File: src/rtl/dpm_pkg.sv
// Shared types, constants and defaults for the demand-paged memory with hammer watch.
package dpm_pkg;

	// default geometry (MEMORY_BYTES and PAGE_BYTES are powers of two)
	localparam int MEMORY_BYTES_DEF = 1024;
	localparam int FRAME_COUNT_DEF  = 16;
	localparam int PAGE_BYTES_DEF   = 64;

	// fixed field widths
	localparam int ADDR_W     = 10;
	localparam int DATA_W     = 8;
	localparam int STAT_W     = 2;
	localparam int FRAME_O_W  = 4;
	localparam int CNT_W      = 32;
	localparam int TICK_W     = 32;
	localparam int TOT_W      = 64;
	localparam int THR_W      = 32;
	localparam int WIN_W      = 16;
	localparam int CFG_IDX_W  = 1;
	localparam int CFG_DATA_W = 32;

	// register reset values and the access count ceiling
	localparam logic [THR_W-1:0] THR_RESET = THR_W'(1000);
	localparam logic [WIN_W-1:0] WIN_RESET = WIN_W'(1);
	localparam logic [CNT_W-1:0] CNT_MAX   = '1;

	// register indexes
	localparam logic [CFG_IDX_W-1:0] CFG_THRESHOLD = 1'b0;
	localparam logic [CFG_IDX_W-1:0] CFG_WINDOW    = 1'b1;

	typedef enum logic [1:0] {
		OP_WRITE = 2'd0,
		OP_READ  = 2'd1,
		OP_TICK  = 2'd2,
		OP_NONE  = 2'd3
	} op_t;

	typedef enum logic [STAT_W-1:0] {
		ST_OK      = 2'd0,
		ST_RANGE   = 2'd1,
		ST_FAULT   = 2'd2,
		ST_NOFRAME = 2'd3
	} status_t;

	typedef enum logic [1:0] {
		S_CLEAR,
		S_IDLE,
		S_XLATE,
		S_UPDATE
	} state_t;

	// page table control from the sequencer
	typedef struct packed {
		logic clear;
		logic lookup;
		logic resolve;
		logic is_write;
	} page_ctl_t;

	// page table answer during resolve
	typedef struct packed {
		logic mapped;
		logic alloc;
	} page_res_t;

	// frame table control from the sequencer
	typedef struct packed {
		logic clear;
		logic lookup;
		logic commit;
	} frame_ctl_t;

	// one frame table entry
	typedef struct packed {
		logic [CNT_W-1:0]  count;
		logic [TICK_W-1:0] last;
	} frame_ent_t;

endpackage

File: src/rtl/dpm_page_table.sv
// Page table memory, used-frame map and lowest-free-frame allocator.
module dpm_page_table #(
	parameter int PAGE_COUNT  = dpm_pkg::MEMORY_BYTES_DEF / dpm_pkg::PAGE_BYTES_DEF,
	parameter int FRAME_COUNT = dpm_pkg::FRAME_COUNT_DEF,
	localparam int PG_W = (PAGE_COUNT > 1) ? $clog2(PAGE_COUNT) : 1,
	localparam int FR_W = $clog2(FRAME_COUNT)
) (
	input  logic                clk,
	input  logic                arst_n,
	input  dpm_pkg::page_ctl_t  ctl,
	input  logic [PG_W-1:0]     page,
	input  logic [PG_W-1:0]     clr_page,
	output dpm_pkg::page_res_t  res,
	output logic [FR_W-1:0]     frame
);

	// entry: {valid, frame}
	logic [FR_W:0]          mem [PAGE_COUNT];
	logic [FR_W:0]          rd_q;
	logic [FRAME_COUNT-1:0] used_q;
	logic                   free_found;
	logic [FR_W-1:0]        free_idx;

	// lowest free frame
	always_comb begin
		free_found = 1'b0;
		free_idx   = '0;
		for (int i = FRAME_COUNT - 1; i >= 0; i--) begin
			if (!used_q[i]) begin
				free_found = 1'b1;
				free_idx   = FR_W'(i);
			end
		end
	end

	// translation or allocation from the registered entry
	always_comb begin
		res.alloc  = ctl.resolve && ctl.is_write && !rd_q[FR_W] && free_found;
		res.mapped = rd_q[FR_W] || res.alloc;
		frame      = rd_q[FR_W] ? rd_q[FR_W-1:0] : free_idx;
	end

	// table memory: one write, one registered read
	always_ff @(posedge clk) begin
		if (ctl.clear) begin
			mem[clr_page] <= '0;
		end else if (res.alloc) begin
			mem[page] <= {1'b1, free_idx};
		end
		if (ctl.lookup) begin
			rd_q <= mem[page];
		end
	end

	// frames are never freed
	always_ff @(posedge clk or negedge arst_n) begin
		if (!arst_n) begin
			used_q <= '0;
		end else if (res.alloc) begin
			used_q[free_idx] <= 1'b1;
		end
	end

	allocated_frame_was_free: assert property (@(posedge clk) disable iff (!arst_n)
		res.alloc |-> !used_q[free_idx])
		else $error("allocator picked a used frame");

endmodule

File: config.mk
export PLATFORM = sky130hd
export DESIGN_NAME = dpm_page_table
export DESIGN_NICKNAME = d
export VERILOG_FILES = /design/src/rtl/dpm_pkg.sv /design/src/rtl/dpm_page_table.sv
export SDC_FILE = /design/constraint.sdc
export NUM_CORES = 1
export LEC_CHECK = 0
export BUFFER_PORTS_ARGS = -buffer_cell sky130_fd_sc_hd__clkbuf_2
export CAP_MARGIN = 0
export CORE_ASPECT_RATIO = 0.9
export CORE_UTILIZATION = 57
export CTS_CLUSTER_SIZE = 12
export DETAILED_ROUTE_END_ITERATION = 7
export GPL_ROUTABILITY_DRIVEN = 0
export GPL_TIMING_DRIVEN = 0
export HOLD_SLACK_MARGIN = 0.02
export PLACE_DENSITY = 0.86
export SETUP_SLACK_MARGIN = 0.05
export SYNTH_ARGS = -nofsm -noshare
export SYNTH_HDL_FRONTEND = slang
export SYNTH_SLANG_ARGS = --single-unit
File: constraint.sdc
create_clock -name clk -period 3.4 [get_ports clk]
set_clock_uncertainty 0.15 [all_clocks]
set_input_delay 0.34 -clock clk [delete_from_list [all_inputs] [get_ports clk]]
set_output_delay 0.34 -clock clk [all_outputs]
set_load 0.005 [all_outputs]
==> impl_metrics.toml <==
[status]
status = "finished, final reports clean"

[layout]
n_antenna_cell = 0
layout-drive-gt1-share_pct = 19.3
fin_cells = 368
final_net_count = 284
syn_to_final_growth_pct = 8.95

[sta]
maxSlewHeadroom_pct = 24.7
hold_viol = 0
fin_ws_ps = 455
finalCritPeriodShare_pct = 86.6
final.setup.tns_ps = 0
post-route-min-period_ps = 2940
finalMaxSlewViolations = 0
rsz0062_at_grt = "no"
max_freq_mhz = 340
setup_violations = 0
whs_ps = 112
tightestPinTransition_ps = 1120

[logic_synthesis]
netlist_instances = 243
avgSynthCellArea_um2 = 17.7
synth_seq_cells = 101
yosysSeqAreaShare_pct = 68.6
syn_nets = 257
syn_area_um2 = 4300
synth_cell_types = 35
yosysWarnings = 0

[cts]
htreeDepth = 3
cts_resized = 0
clk_latency_ps = 360
cts_made_buffers = 9
cts_sinks = 101
tritoncts = "done"
clkTransAtPathRegs_ps = 100
cts_buffer_depth = 2
cts_root_buf = "clkbuf_8"

[power]
ir_worst_vdd_v = 0.000326
leakage_nw = 1.66
fin_total_pwr_mw = 2.54
p_per_area_nw_per_um2 = 541

[placed_design]
dp_hpwl_mm = 5.30
place_ws_ps = 464
dp_cells = 351
io_buffers = 15

[critical_path]
r2r.worst_path.cells = 5
cp-startpoint = "rd_q[4]$_DFFE_PP_"
end_kind = "register"
r2r_end = "mem[3][0]$_DFFE_PP_"
worstPathMaxFanout = 20
regToRegSetupSlack_ps = 460
critPathKind = "reg -> reg"
r2r-start = "rd_q[4]$_DFFE_PP_"
cp-start-kind = "register"
cp_data_required_time_ps = 3260
worstPathArrival_ps = 2800
endpoint = "mem[3][0]$_DFFE_PP_"

[floorplan]
die_h_um = 84.4
die_w_um = 93.6
ios = 20
initial_core_util_pct = 59.9
dieArea_um2 = 7900
core_area_um2 = 7180
rows = 29

[global_routing]
grt_max_degree = 21
grtUsageTotal_pct = 22.1
grt_overflow = 0
grt_pass1_wl_mm = 12.4
grt_pass1_vias = 2336
antenna_found_initial = 0

[routing]
drtIter0Drc = 200
viasPerCell = 6.37
num_vias = 2345
postRouteAntennaNets = 0
first_pass_iters = 5
routed_wl_mm = 7.81
drc = 0
wl_per_cell_um = 21.2

[job]
drv_cap = 0

[worst_hold_path]
hold_path_class = "in -> reg"
## final cells by class
cell class	instances	area (µm²)
Buffer	9	57.6
Clock buffer	10	128
Clock inverter	6	56.3
Fill cell	494	2490
Inverter	6	22.5
Multi-Input combinational cell	127	1270
Sequential cell	101	2950
Tap cell	93	116
Timing Repair Buffer	16	85.1
## per-layer routing
layer / share of wire [%] / GRT usage (%) / vias to the layer above
met5: 0 / 0 / -
met4: 1.9 / 6.71 / 0
met3: 7.2 / 6.61 / 16
met2: 49 / 35.4 / 107
met1: 42 / 29.7 / 1153
li1: - / - / 1069
## synthesized netlist by cell type (all sizes together)
cell type   n  share of area (%)
a31o        7                1.4
a31oi       2               0.29
a32oi       1               0.20
and2        4               0.58
and4        1               0.20
buf         4               0.90
clkbuf      5               0.44
dfrtp      16                9.3
edfxtp     85                 59
inv         6               0.52
mux2        2               0.52
mux4       25                 15
nand2      17                1.5
nand2b      4               0.58
nand3       3               0.35
nand3b      5                1.2
nand4       5               0.73
nor2        5               0.44
nor2b       2               0.29
nor3        1               0.12
nor3b       1               0.17
nor4        1               0.15
o2111ai     1               0.20
o21a        1               0.17
o21ai      12                1.4
o21bai      5               0.87
o22ai      16                2.3
or2         3               0.44
or3         2               0.41
or3b        1               0.20
## worst min path at each step
stage                     cells past startpoint                    end  startpoint  slack, ps
after global placement                        1  used_q[1]$_DFFE_PN0P_      arst_n        120
after global routing                          3  used_q[0]$_DFFE_PN0P_      ctl[0]        120
after floorplan                               0  used_q[0]$_DFFE_PN0P_      arst_n       -110
after CTS                                     3  used_q[0]$_DFFE_PN0P_      ctl[0]        110
after detailed placement                      1  used_q[0]$_DFFE_PN0P_      arst_n        120
final                                         3  used_q[0]$_DFFE_PN0P_      ctl[0]        110
## power by group
| group | internal (mW) | switching, mW | leakage (nW) |
|---|---|---|---|
| Combinational | 0.158 | 0.235 | 0.590 |
| Clock | 0.280 | 0.419 | 0.0896 |
| Sequential | 1.40 | 0.0472 | 0.977 |
## metrics by stage
stage | cell area [µm²] | util [%]
final | 4690 | 65.3
after global routing | 4690 | 65.3
after CTS | 4690 | 65.3
after detailed placement | 4500 | 62.6
after global placement | 4500 | 62.6
after floorplan | 4300 | -
## worst max-delay path: stages, from the launching register on
cell and delay (ps):
edfxtp_1 510, nand3b_4 230, or3_4 410, inv_1 430, nand3_1 270, o22ai_1 590
## cell families (layout without fill, tap and decap cells)
| group | after synthesis | count (layout) | share of synthesized area (%) |
|---|---|---|---|
| mux | 27 | 27 | 15.3 |
| compound gates | 45 | 45 | 6.89 |
| flops | 101 | 101 | 68.6 |
| simple gates | 55 | 55 | 7.30 |
| buf+inv | 15 | 47 | 1.86 |
## sequential cells by signal, indices dropped and copies added (netlist names)
signal  count
rd_q        5
mem        80
used_q     16
## layout by cell type (no fill, tap or decap), drive strengths merged, types with 2 or more instances in the layout
cell	synthesis	routed
a31o	7	7
a31oi	2	2
and2	4	4
buf	4	4
clkbuf	5	30
clkinv	0	2
dfrtp	16	16
edfxtp	85	85
inv	6	9
mux2	2	2
mux4	25	25
nand2	17	17
nand2b	4	4
nand3	3	3
nand3b	5	5
nand4	5	5
nor2	5	5
nor2b	2	2
o21ai	12	12
o21bai	5	5
o22ai	16	16
or2	3	3
or3	2	2
## timing repair
| item | CTS | global route |
|---|---|---|
| buffers inserted | 0 | 0 |
| hold buffers | 1 | 0 |
| endpoints found under the hold margin | 16 | 0 |
Power figures use the tool's default switching activity.
