**config.mk**
```make
export PLATFORM = sky130hd
export DESIGN_NAME = dpm_frame_table
export DESIGN_NICKNAME = d
export VERILOG_FILES = /design/src/rtl/dpm_pkg.sv /design/src/rtl/dpm_frame_table.sv
export SDC_FILE = /design/constraint.sdc
export NUM_CORES = 1
export LEC_CHECK = 0
export ABC_AREA = 0
export BUFFER_PORTS_ARGS = -buffer_cell sky130_fd_sc_hd__buf_2
export CAP_MARGIN = 20
export CORE_MARGIN = 2
export CORE_UTILIZATION = 60
export DETAILED_ROUTE_END_ITERATION = 10
export PLACE_DENSITY = 0.79
export RECOVER_POWER = 50
export SYNTH_ARGS = -nofsm -noshare
export SYNTH_HDL_FRONTEND = slang
export SYNTH_SLANG_ARGS = --single-unit
```
**constraint.sdc**
```tcl
create_clock -name clk -period 14.2 [get_ports clk]
set_input_delay 1.42 -clock clk [delete_from_list [all_inputs] [get_ports clk]]
set_output_delay 1.42 -clock clk [all_outputs]
set_load 0.005 [all_outputs]
```
**src/rtl/dpm_pkg.sv**
```systemverilog
// Shared types, constants and defaults for the demand-paged memory with hammer watch.
package dpm_pkg;

	// default geometry (MEMORY_BYTES and PAGE_BYTES are powers of two)
	localparam int MEMORY_BYTES_DEF = 1024;
	localparam int FRAME_COUNT_DEF  = 16;
	localparam int PAGE_BYTES_DEF   = 64;

	// fixed field widths
	localparam int ADDR_W     = 10;
	localparam int DATA_W     = 8;
	localparam int STAT_W     = 2;
	localparam int FRAME_O_W  = 4;
	localparam int CNT_W      = 32;
	localparam int TICK_W     = 32;
	localparam int TOT_W      = 64;
	localparam int THR_W      = 32;
	localparam int WIN_W      = 16;
	localparam int CFG_IDX_W  = 1;
	localparam int CFG_DATA_W = 32;

	// register reset values and the access count ceiling
	localparam logic [THR_W-1:0] THR_RESET = THR_W'(1000);
	localparam logic [WIN_W-1:0] WIN_RESET = WIN_W'(1);
	localparam logic [CNT_W-1:0] CNT_MAX   = '1;

	// register indexes
	localparam logic [CFG_IDX_W-1:0] CFG_THRESHOLD = 1'b0;
	localparam logic [CFG_IDX_W-1:0] CFG_WINDOW    = 1'b1;

	typedef enum logic [1:0] {
		OP_WRITE = 2'd0,
		OP_READ  = 2'd1,
		OP_TICK  = 2'd2,
		OP_NONE  = 2'd3
	} op_t;

	typedef enum logic [STAT_W-1:0] {
		ST_OK      = 2'd0,
		ST_RANGE   = 2'd1,
		ST_FAULT   = 2'd2,
		ST_NOFRAME = 2'd3
	} status_t;

	typedef enum logic [1:0] {
		S_CLEAR,
		S_IDLE,
		S_XLATE,
		S_UPDATE
	} state_t;

	// page table control from the sequencer
	typedef struct packed {
		logic clear;
		logic lookup;
		logic resolve;
		logic is_write;
	} page_ctl_t;

	// page table answer during resolve
	typedef struct packed {
		logic mapped;
		logic alloc;
	} page_res_t;

	// frame table control from the sequencer
	typedef struct packed {
		logic clear;
		logic lookup;
		logic commit;
	} frame_ctl_t;

	// one frame table entry
	typedef struct packed {
		logic [CNT_W-1:0]  count;
		logic [TICK_W-1:0] last;
	} frame_ent_t;

endpackage

```
**src/rtl/dpm_frame_table.sv**
```systemverilog
// Per-frame access counts and last-access ticks, with the hammer check.
module dpm_frame_table #(
	parameter int FRAME_COUNT = dpm_pkg::FRAME_COUNT_DEF,
	localparam int FR_W = $clog2(FRAME_COUNT)
) (
	input  logic                          clk,
	input  dpm_pkg::frame_ctl_t           ctl,
	input  logic [FR_W-1:0]               frame,
	input  logic [FR_W-1:0]               clr_frame,
	input  logic [dpm_pkg::TICK_W-1:0]    now_tick,
	input  logic [dpm_pkg::THR_W-1:0]     threshold,
	input  logic [dpm_pkg::WIN_W-1:0]     window,
	output logic [dpm_pkg::CNT_W-1:0]     count_new,
	output logic                          hot
);

	dpm_pkg::frame_ent_t              mem [FRAME_COUNT];
	dpm_pkg::frame_ent_t              rd_q;
	logic [dpm_pkg::TICK_W-1:0]       gap;

	// saturating count and rapid-access test
	always_comb begin
		count_new = (rd_q.count == dpm_pkg::CNT_MAX) ? rd_q.count : rd_q.count + 1'b1;
		gap       = now_tick - rd_q.last;
		hot       = (count_new > threshold) && (gap < dpm_pkg::TICK_W'(window));
	end

	// read-modify-write memory
	always_ff @(posedge clk) begin
		if (ctl.clear) begin
			mem[clr_frame] <= '0;
		end else if (ctl.commit) begin
			mem[frame] <= '{count: count_new, last: now_tick};
		end
		if (ctl.lookup) begin
			rd_q <= mem[frame];
		end
	end

endmodule

```
==> flow_summary.toml, run 1 <==
[sta]
tns_ns = 0
setup_violations = 0
slew_headroom_pct = -303
holdWs_ns = 0.843
fin_ws_ns = 4.67
worst_pin_slew_ns = 6.05
finalCritPeriodShare_pct = 67.1
final_max_slew_viol_count = 343
period_minus_slack_ns = 9.53
hold_viol_final = 0
fmax_ghz = 0.105
rsz0062_at_grt = "no"
clock_skew_ns = 0.0232

[detailed_routing]
ant_nets = 0
vias_per_cell = 6.77
firstDrtPassIters = 8
drtIter0Drc = 2612
num_vias = 23000
finalWirelength_mm = 108
drc = 0
wl_per_cell_um = 31.8

[clock_tree]
clock_latency_ns = 0.65
cts_hold_buf = 0
cts_tree = "done"
cts-root-buf = "clkbuf_16"
post_cts_buffers = 0
path_clk_slew_ns = 0.07
h-tree-depth = 3
clock-sinks = 1088
post_cts_resized = 0
numCtsBuffers = 100
cts_buffer_depth = 3

[floorplan]
die_h_um = 277
initial_core_util_pct = 60.3
coreArea_um2 = 74100
die_x_um = 277
die_area_um2 = 76700
rows = 100
ios = 125

[finish]
utilization_pct = 67.2
nets = 2530
regArea_um2 = 32700
layout-drive-gt1-share_pct = 25.9
fillers = 4645
fin_area_um2 = 49800
area_growth_syn_to_layout_pct = 11.4
multi_input_area_um2 = 11400

[yosys]
synthTopCellsByArea = "edfxtp_1 (73%), mux4_2 (16%), ha_1 (2.2%)"
synth_top_family_by_area = "multiplexers"
synth_fa_ha_area_share_pct = 2.26
synthesis.area_um2 = 44700
synth_nets = 2362
syn_avg_cell_area_um2 = 20.4
ys_seq_area_share_pct = 73.1
syn-instance-count = 2190
synth-seq-cells = 1088
synthMuxAreaShare_pct = 16.3
synth-compound-area-share_pct = 2.25
synth_warnings = 0
netlist_top_cells_count = "edfxtp_1 (1088), mux4_2 (320), inv_1 (94)"
synth_top_area_share_pct = 73.1
synth.lib_cells_used.distinct = 57
synth_edf_count = 1088
synth_flop_cell = "edfxtp_1"
synth_xor_area_share_pct = 0.941
yosys.area.top_type = "edfxtp_1"
synth-simple-area-share_pct = 3.59
synthArstFlopShare_pct = 0
synth_most_common_cell = "edfxtp_1"

[setup_path]
cp_max_fo = 72
slowest_delay_ns = 4.12
crit_path_end_kind = "flip-flop"
cp_common_cell = "buf_4"
crit_chain = "clkbuf_1 -> buf_4 -> buf_4 -> buf_4 -> buf_16 -> mux4_2 -> mux4_2"
worstSetupPathType = "primary input to flip-flop"
required_ns = 14.57
cp_slowest_cell = "clkbuf_1"
critPathArrivalTime_ns = 9.90
crit_path_start_kind = "primary input"
path_buf_inv = 5
crit_family = "buffers and inverters"

[run]
drv_cap = 10

[status]
violations = "max-capacitance violations, max-slew violations"
status = "complete, but fails checks"

[global_routing]
grt_start_max_net_pins = 74
overflow = 0
grt_pass1_wl_mm = 158
grtUsageTotal_pct = 28.6
grt_pass1_vias = 23700
antenna_found_initial = 3

[pwr]
irDropWorstVdd_v = 0.000105
p_per_area_nw_per_um2 = 137
leakagePower_uw = 0.0155

[place]
place_ws_ns = 7.22
dp_hpwl_mm = 55.7
gp_congestion = 0.880
io_buffers = 124
placed_area_um2 = 46600

[hold_path]
hold_path_class = "flip-flop to flip-flop"
[routing by layer]
layer  share of wire, %  track usage, %  vias up
li1                   -               -     9369
met4                2.9            8.44        4
met1                 37            39.6    12100
met3                9.4            4.64      202
met5              0.025               0        -
met2                 51            47.8     1318
[power by group]
part	switching (uW)	internal, uW
Combinational	314	205
Sequential	33.7	3630
Clock	1140	1520
Total	1490	5360
[layout by cell type (no fill, tap or decap), types with 25 or more instances in the layout]
master	synthesis	routed
a21oi_1	59	59
and2_0	0	54
buf_2	0	118
buf_4	0	29
clkbuf_1	69	29
clkbuf_16	0	103
edfxtp_1	1088	1088
ha_1	79	79
inv_1	94	94
mux4_2	320	320
nand2_1	54	54
nand4_1	25	25
nor2_1	72	59
o21ai_0	26	26
[cell type report]
cell class	count	area share (%)
antenna	1	0.00503
clock buffer	121	5.31
clock inverter	55	1.10
inverter	94	0.709
multi-input combinational	913	22.9
sequential	1088	65.6
tap	969	2.44
timing repair buffer	161	1.85
[tightest hold or removal path, delay by kind of cell, from the launching register on]
kind,cells,cell delay (ns)
muxes,2,0.44
DFF,1,0.31
[path summary, 6_finish.rpt]
path	from	endpoint	slack [ns]	depth (start not counted)
max	frame[0]	rd_q[12]	4.67	7
min	mem[15][31]	rd_q[31]	0.84	2
max reg2reg	rd_q[45]	mem[12][38]	10.61	9
min reg2reg	mem[15][31]	rd_q[31]	0.84	2
[sequential cells by signal (all words and copies together), names as in the netlist]
signal and cells:
rd_q 64, mem 1024
[cell families after synthesis]
group                      Yosys count
AOI/OAI and AO/OA                  155
xor gates and xnor gates            48
adders and majority gates           80
buffers and inverters              189
DFF                               1088
muxes                              327
and+or+nand+nor                    303
[metrics by stage]
stage | power [uW] | instances
2_1_floorplan | 4050 | 2190
3_3_place_gp | 4220 | 3220
3_5_place_dp | 4240 | 3221
4_1_cts | 6870 | 3397
5_1_grt | 7030 | 3401
6_report | 6840 | 3402
Power figures use the tool's default switching activity.
==> run 2, diff against run 1 <==
--- a/config.mk
+++ b/config.mk
@@ -9,9 +9,9 @@
 export BUFFER_PORTS_ARGS = -buffer_cell sky130_fd_sc_hd__buf_2
 export CAP_MARGIN = 20
 export CORE_MARGIN = 2
-export CORE_UTILIZATION = 60
+export CORE_UTILIZATION = 56
 export DETAILED_ROUTE_END_ITERATION = 10
-export PLACE_DENSITY = 0.79
+export PLACE_DENSITY = 0.78
 export RECOVER_POWER = 50
 export SYNTH_ARGS = -nofsm -noshare
 export SYNTH_HDL_FRONTEND = slang
==> constraint.sdc (replaced) <==
create_clock -name clk -period 8 [get_ports clk]
set_input_delay 0.8 -clock clk [delete_from_list [all_inputs] [get_ports clk]]
set_output_delay 0.8 -clock clk [all_outputs]
set_load 0.005 [all_outputs]
==> run 2 against run 1 <==
Effect of this change: the flow still finishes with violations (max-capacitance violations, max-slew violations); cell count up 2.9%; sequential power increased by 77%; critical path depth down 2; total power is 82% higher; via count is 0.49% lower; worst hold slack got worse by 0.26 ns; sequential share of layout area fell by 0.40 points; design area increased by 0.61%; critical endpoint is now rd_q[32]; highest routed layer unchanged.
==> flow_summary.toml, run 2 (synthesized netlist as in run 1, its figures left out) <==
[global_routing]
use_met2_pct = 44.3
grt_pass1_vias = 23800
grt_pass1_wl_mm = 158
grt_start_max_net_pins = 113
use_met3_pct = 5.04
grtUsageTotal_pct = 26.8
overflow = 0
grt.busiest_layer = "met2"
antenna_found_initial = 4
use_met1_pct = 36.7

[sta]
final_max_slew_viol_count = 601
setup_violations = 0
hold_viol_final = 0
fmax_ghz = 0.137
slew_headroom_pct = -181
finalCritPeriodShare_pct = 91.1
tns_ns = 0
period_minus_slack_ns = 7.29
rsz0062_at_grt = "no"
worst_pin_slew_ns = 4.22
clock_skew_ns = 0.0260

[floorplan]
initial_core_util_pct = 56.6
coreArea_um2 = 79000
die_area_um2 = 82100
rows = 103
die_h_um = 287
ios = 125
die_x_um = 287

[clock_tree]
path_clk_slew_ns = 0.07
post_cts_buffers = 0
cts-root-buf = "clkbuf_16"
post_cts_resized = 0
cts_hold_buf = 0
clock_latency_ns = 0.67
cts_buffer_depth = 3
h-tree-depth = 3
clock-sinks = 1088
cts_tree = "done"
numCtsBuffers = 104

[detailed_routing]
wl_per_cell_um = 30.9
ant_nets = 0
drc = 0
num_vias = 22900
vias_per_cell = 6.55
drtIter0Drc = 2720
finalWirelength_mm = 108
firstDrtPassIters = 6

[place]
io_buffers = 124
gp_congestion = 0.883
dp_hpwl_mm = 57.0
placed_area_um2 = 46700

[run]
drv_cap = 18

[finish]
regMostFlops = "mem"
mostFrequentLayoutCells = "edfxtp_1 (1088), mux4_2 (320), buf_2 (118), clkbuf_16 (106), inv_1 (94)"
nets = 2531
fin_area_um2 = 50100
fillers = 5191
largest_register_ffs = 1024
layout-drive-gt1-share_pct = 26.2
final_common_cell = "edfxtp_1"
biggestRegsByFlops = "mem: 1024 flops, rd_q: 64 flops"
area_growth_syn_to_layout_pct = 12.0

[setup_path]
crit_path_end_kind = "flip-flop"
critPathArrivalTime_ns = 7.65
worstSetupPathType = "primary input to flip-flop"
cp_max_fo = 81
crit_path_start_kind = "primary input"
required_ns = 8.37

[pwr]
p_per_area_nw_per_um2 = 248
leakagePower_uw = 0.0157
irDropWorstVdd_v = 0.000214

[status]
violations = "max-capacitance violations, max-slew violations"
status = "complete, but fails checks"

[hold_path]
hold_path_class = "primary input to flip-flop"
## run 2: cell types whose count changed in the layout (fill, tap and decap cells not counted), moves of 4 or more
| cell | change |
|---|---|
| and2_0 | -15 |
| and2_1 | +15 |
| clkinv_2 | +13 |
| nor2_1 | +8 |
| nor2_4 | -8 |
| buf_4 | -4 |
| bufinv_16 | +4 |
| clkbuf_1 | -4 |
## run 2: worst paths after layout
kind	slack [ns]	from	endpoint	cells after the start
hold / removal	0.58	ctl[1]	rd_q[1]	1
setup reg to reg	4.42	rd_q[46]	mem[14][32]	7
hold reg to reg	0.84	mem[14][30]	rd_q[30]	2
setup / recovery	0.71	frame[1]	rd_q[32]	5
## run 2: worst max-delay path, cell delays in order
cell and delay, ns:
clkbuf_2 1.73, clkbuf_1 2.95, buf_4 1.09, mux4_2 0.42
mux4_2 0.54
## run 2: through the flow
step | std cells | power, uW | hold slack [ns] | utilization (%) | setup WS, ns
5_1_grt | 3498 | 12800 | 0.572 | 63.4 | 0.498
2_1_floorplan | 2190 | 7200 | 0.817 | - | 2.62
3_5_place_dp | 3302 | 7530 | 0.833 | 59.1 | 2.05
3_3_place_gp | 3302 | 7490 | 0.832 | 59.1 | 2.14
6_report | 3499 | 12400 | 0.581 | 63.4 | 0.714
4_1_cts | 3497 | 12500 | 0.389 | 63.5 | 1.32
## run 2: cell type report
type | count | area, um^2 | share of cell area (%)
multi-input cells | 913 | 11400 | 22.7
flip-flops and latches | 1088 | 32700 | 65.2
inverters | 94 | 353 | 0.705
well taps | 1050 | 1310 | 2.62
clock buffers | 120 | 2710 | 5.40
repair buffers | 158 | 880 | 1.76
diodes | 1 | 2.50 | 0.00500
clock inverters | 75 | 790 | 1.58
## run 2: power breakdown
part	total, uW	internal, uW	leakage (uW)	switching (uW)
registers	6510	6450	0.00919	57.3
logic	927	368	0.00478	559
clock network	5000	2910	0.00172	2090
## run 2: routing by layer
metal | wire (um) | up-vias
li1 | - | 9370
met1 | 39500 | 12000
met2 | 54700 | 1324
met3 | 10600 | 196
met4 | 3250 | 4
met5 | 25 | -
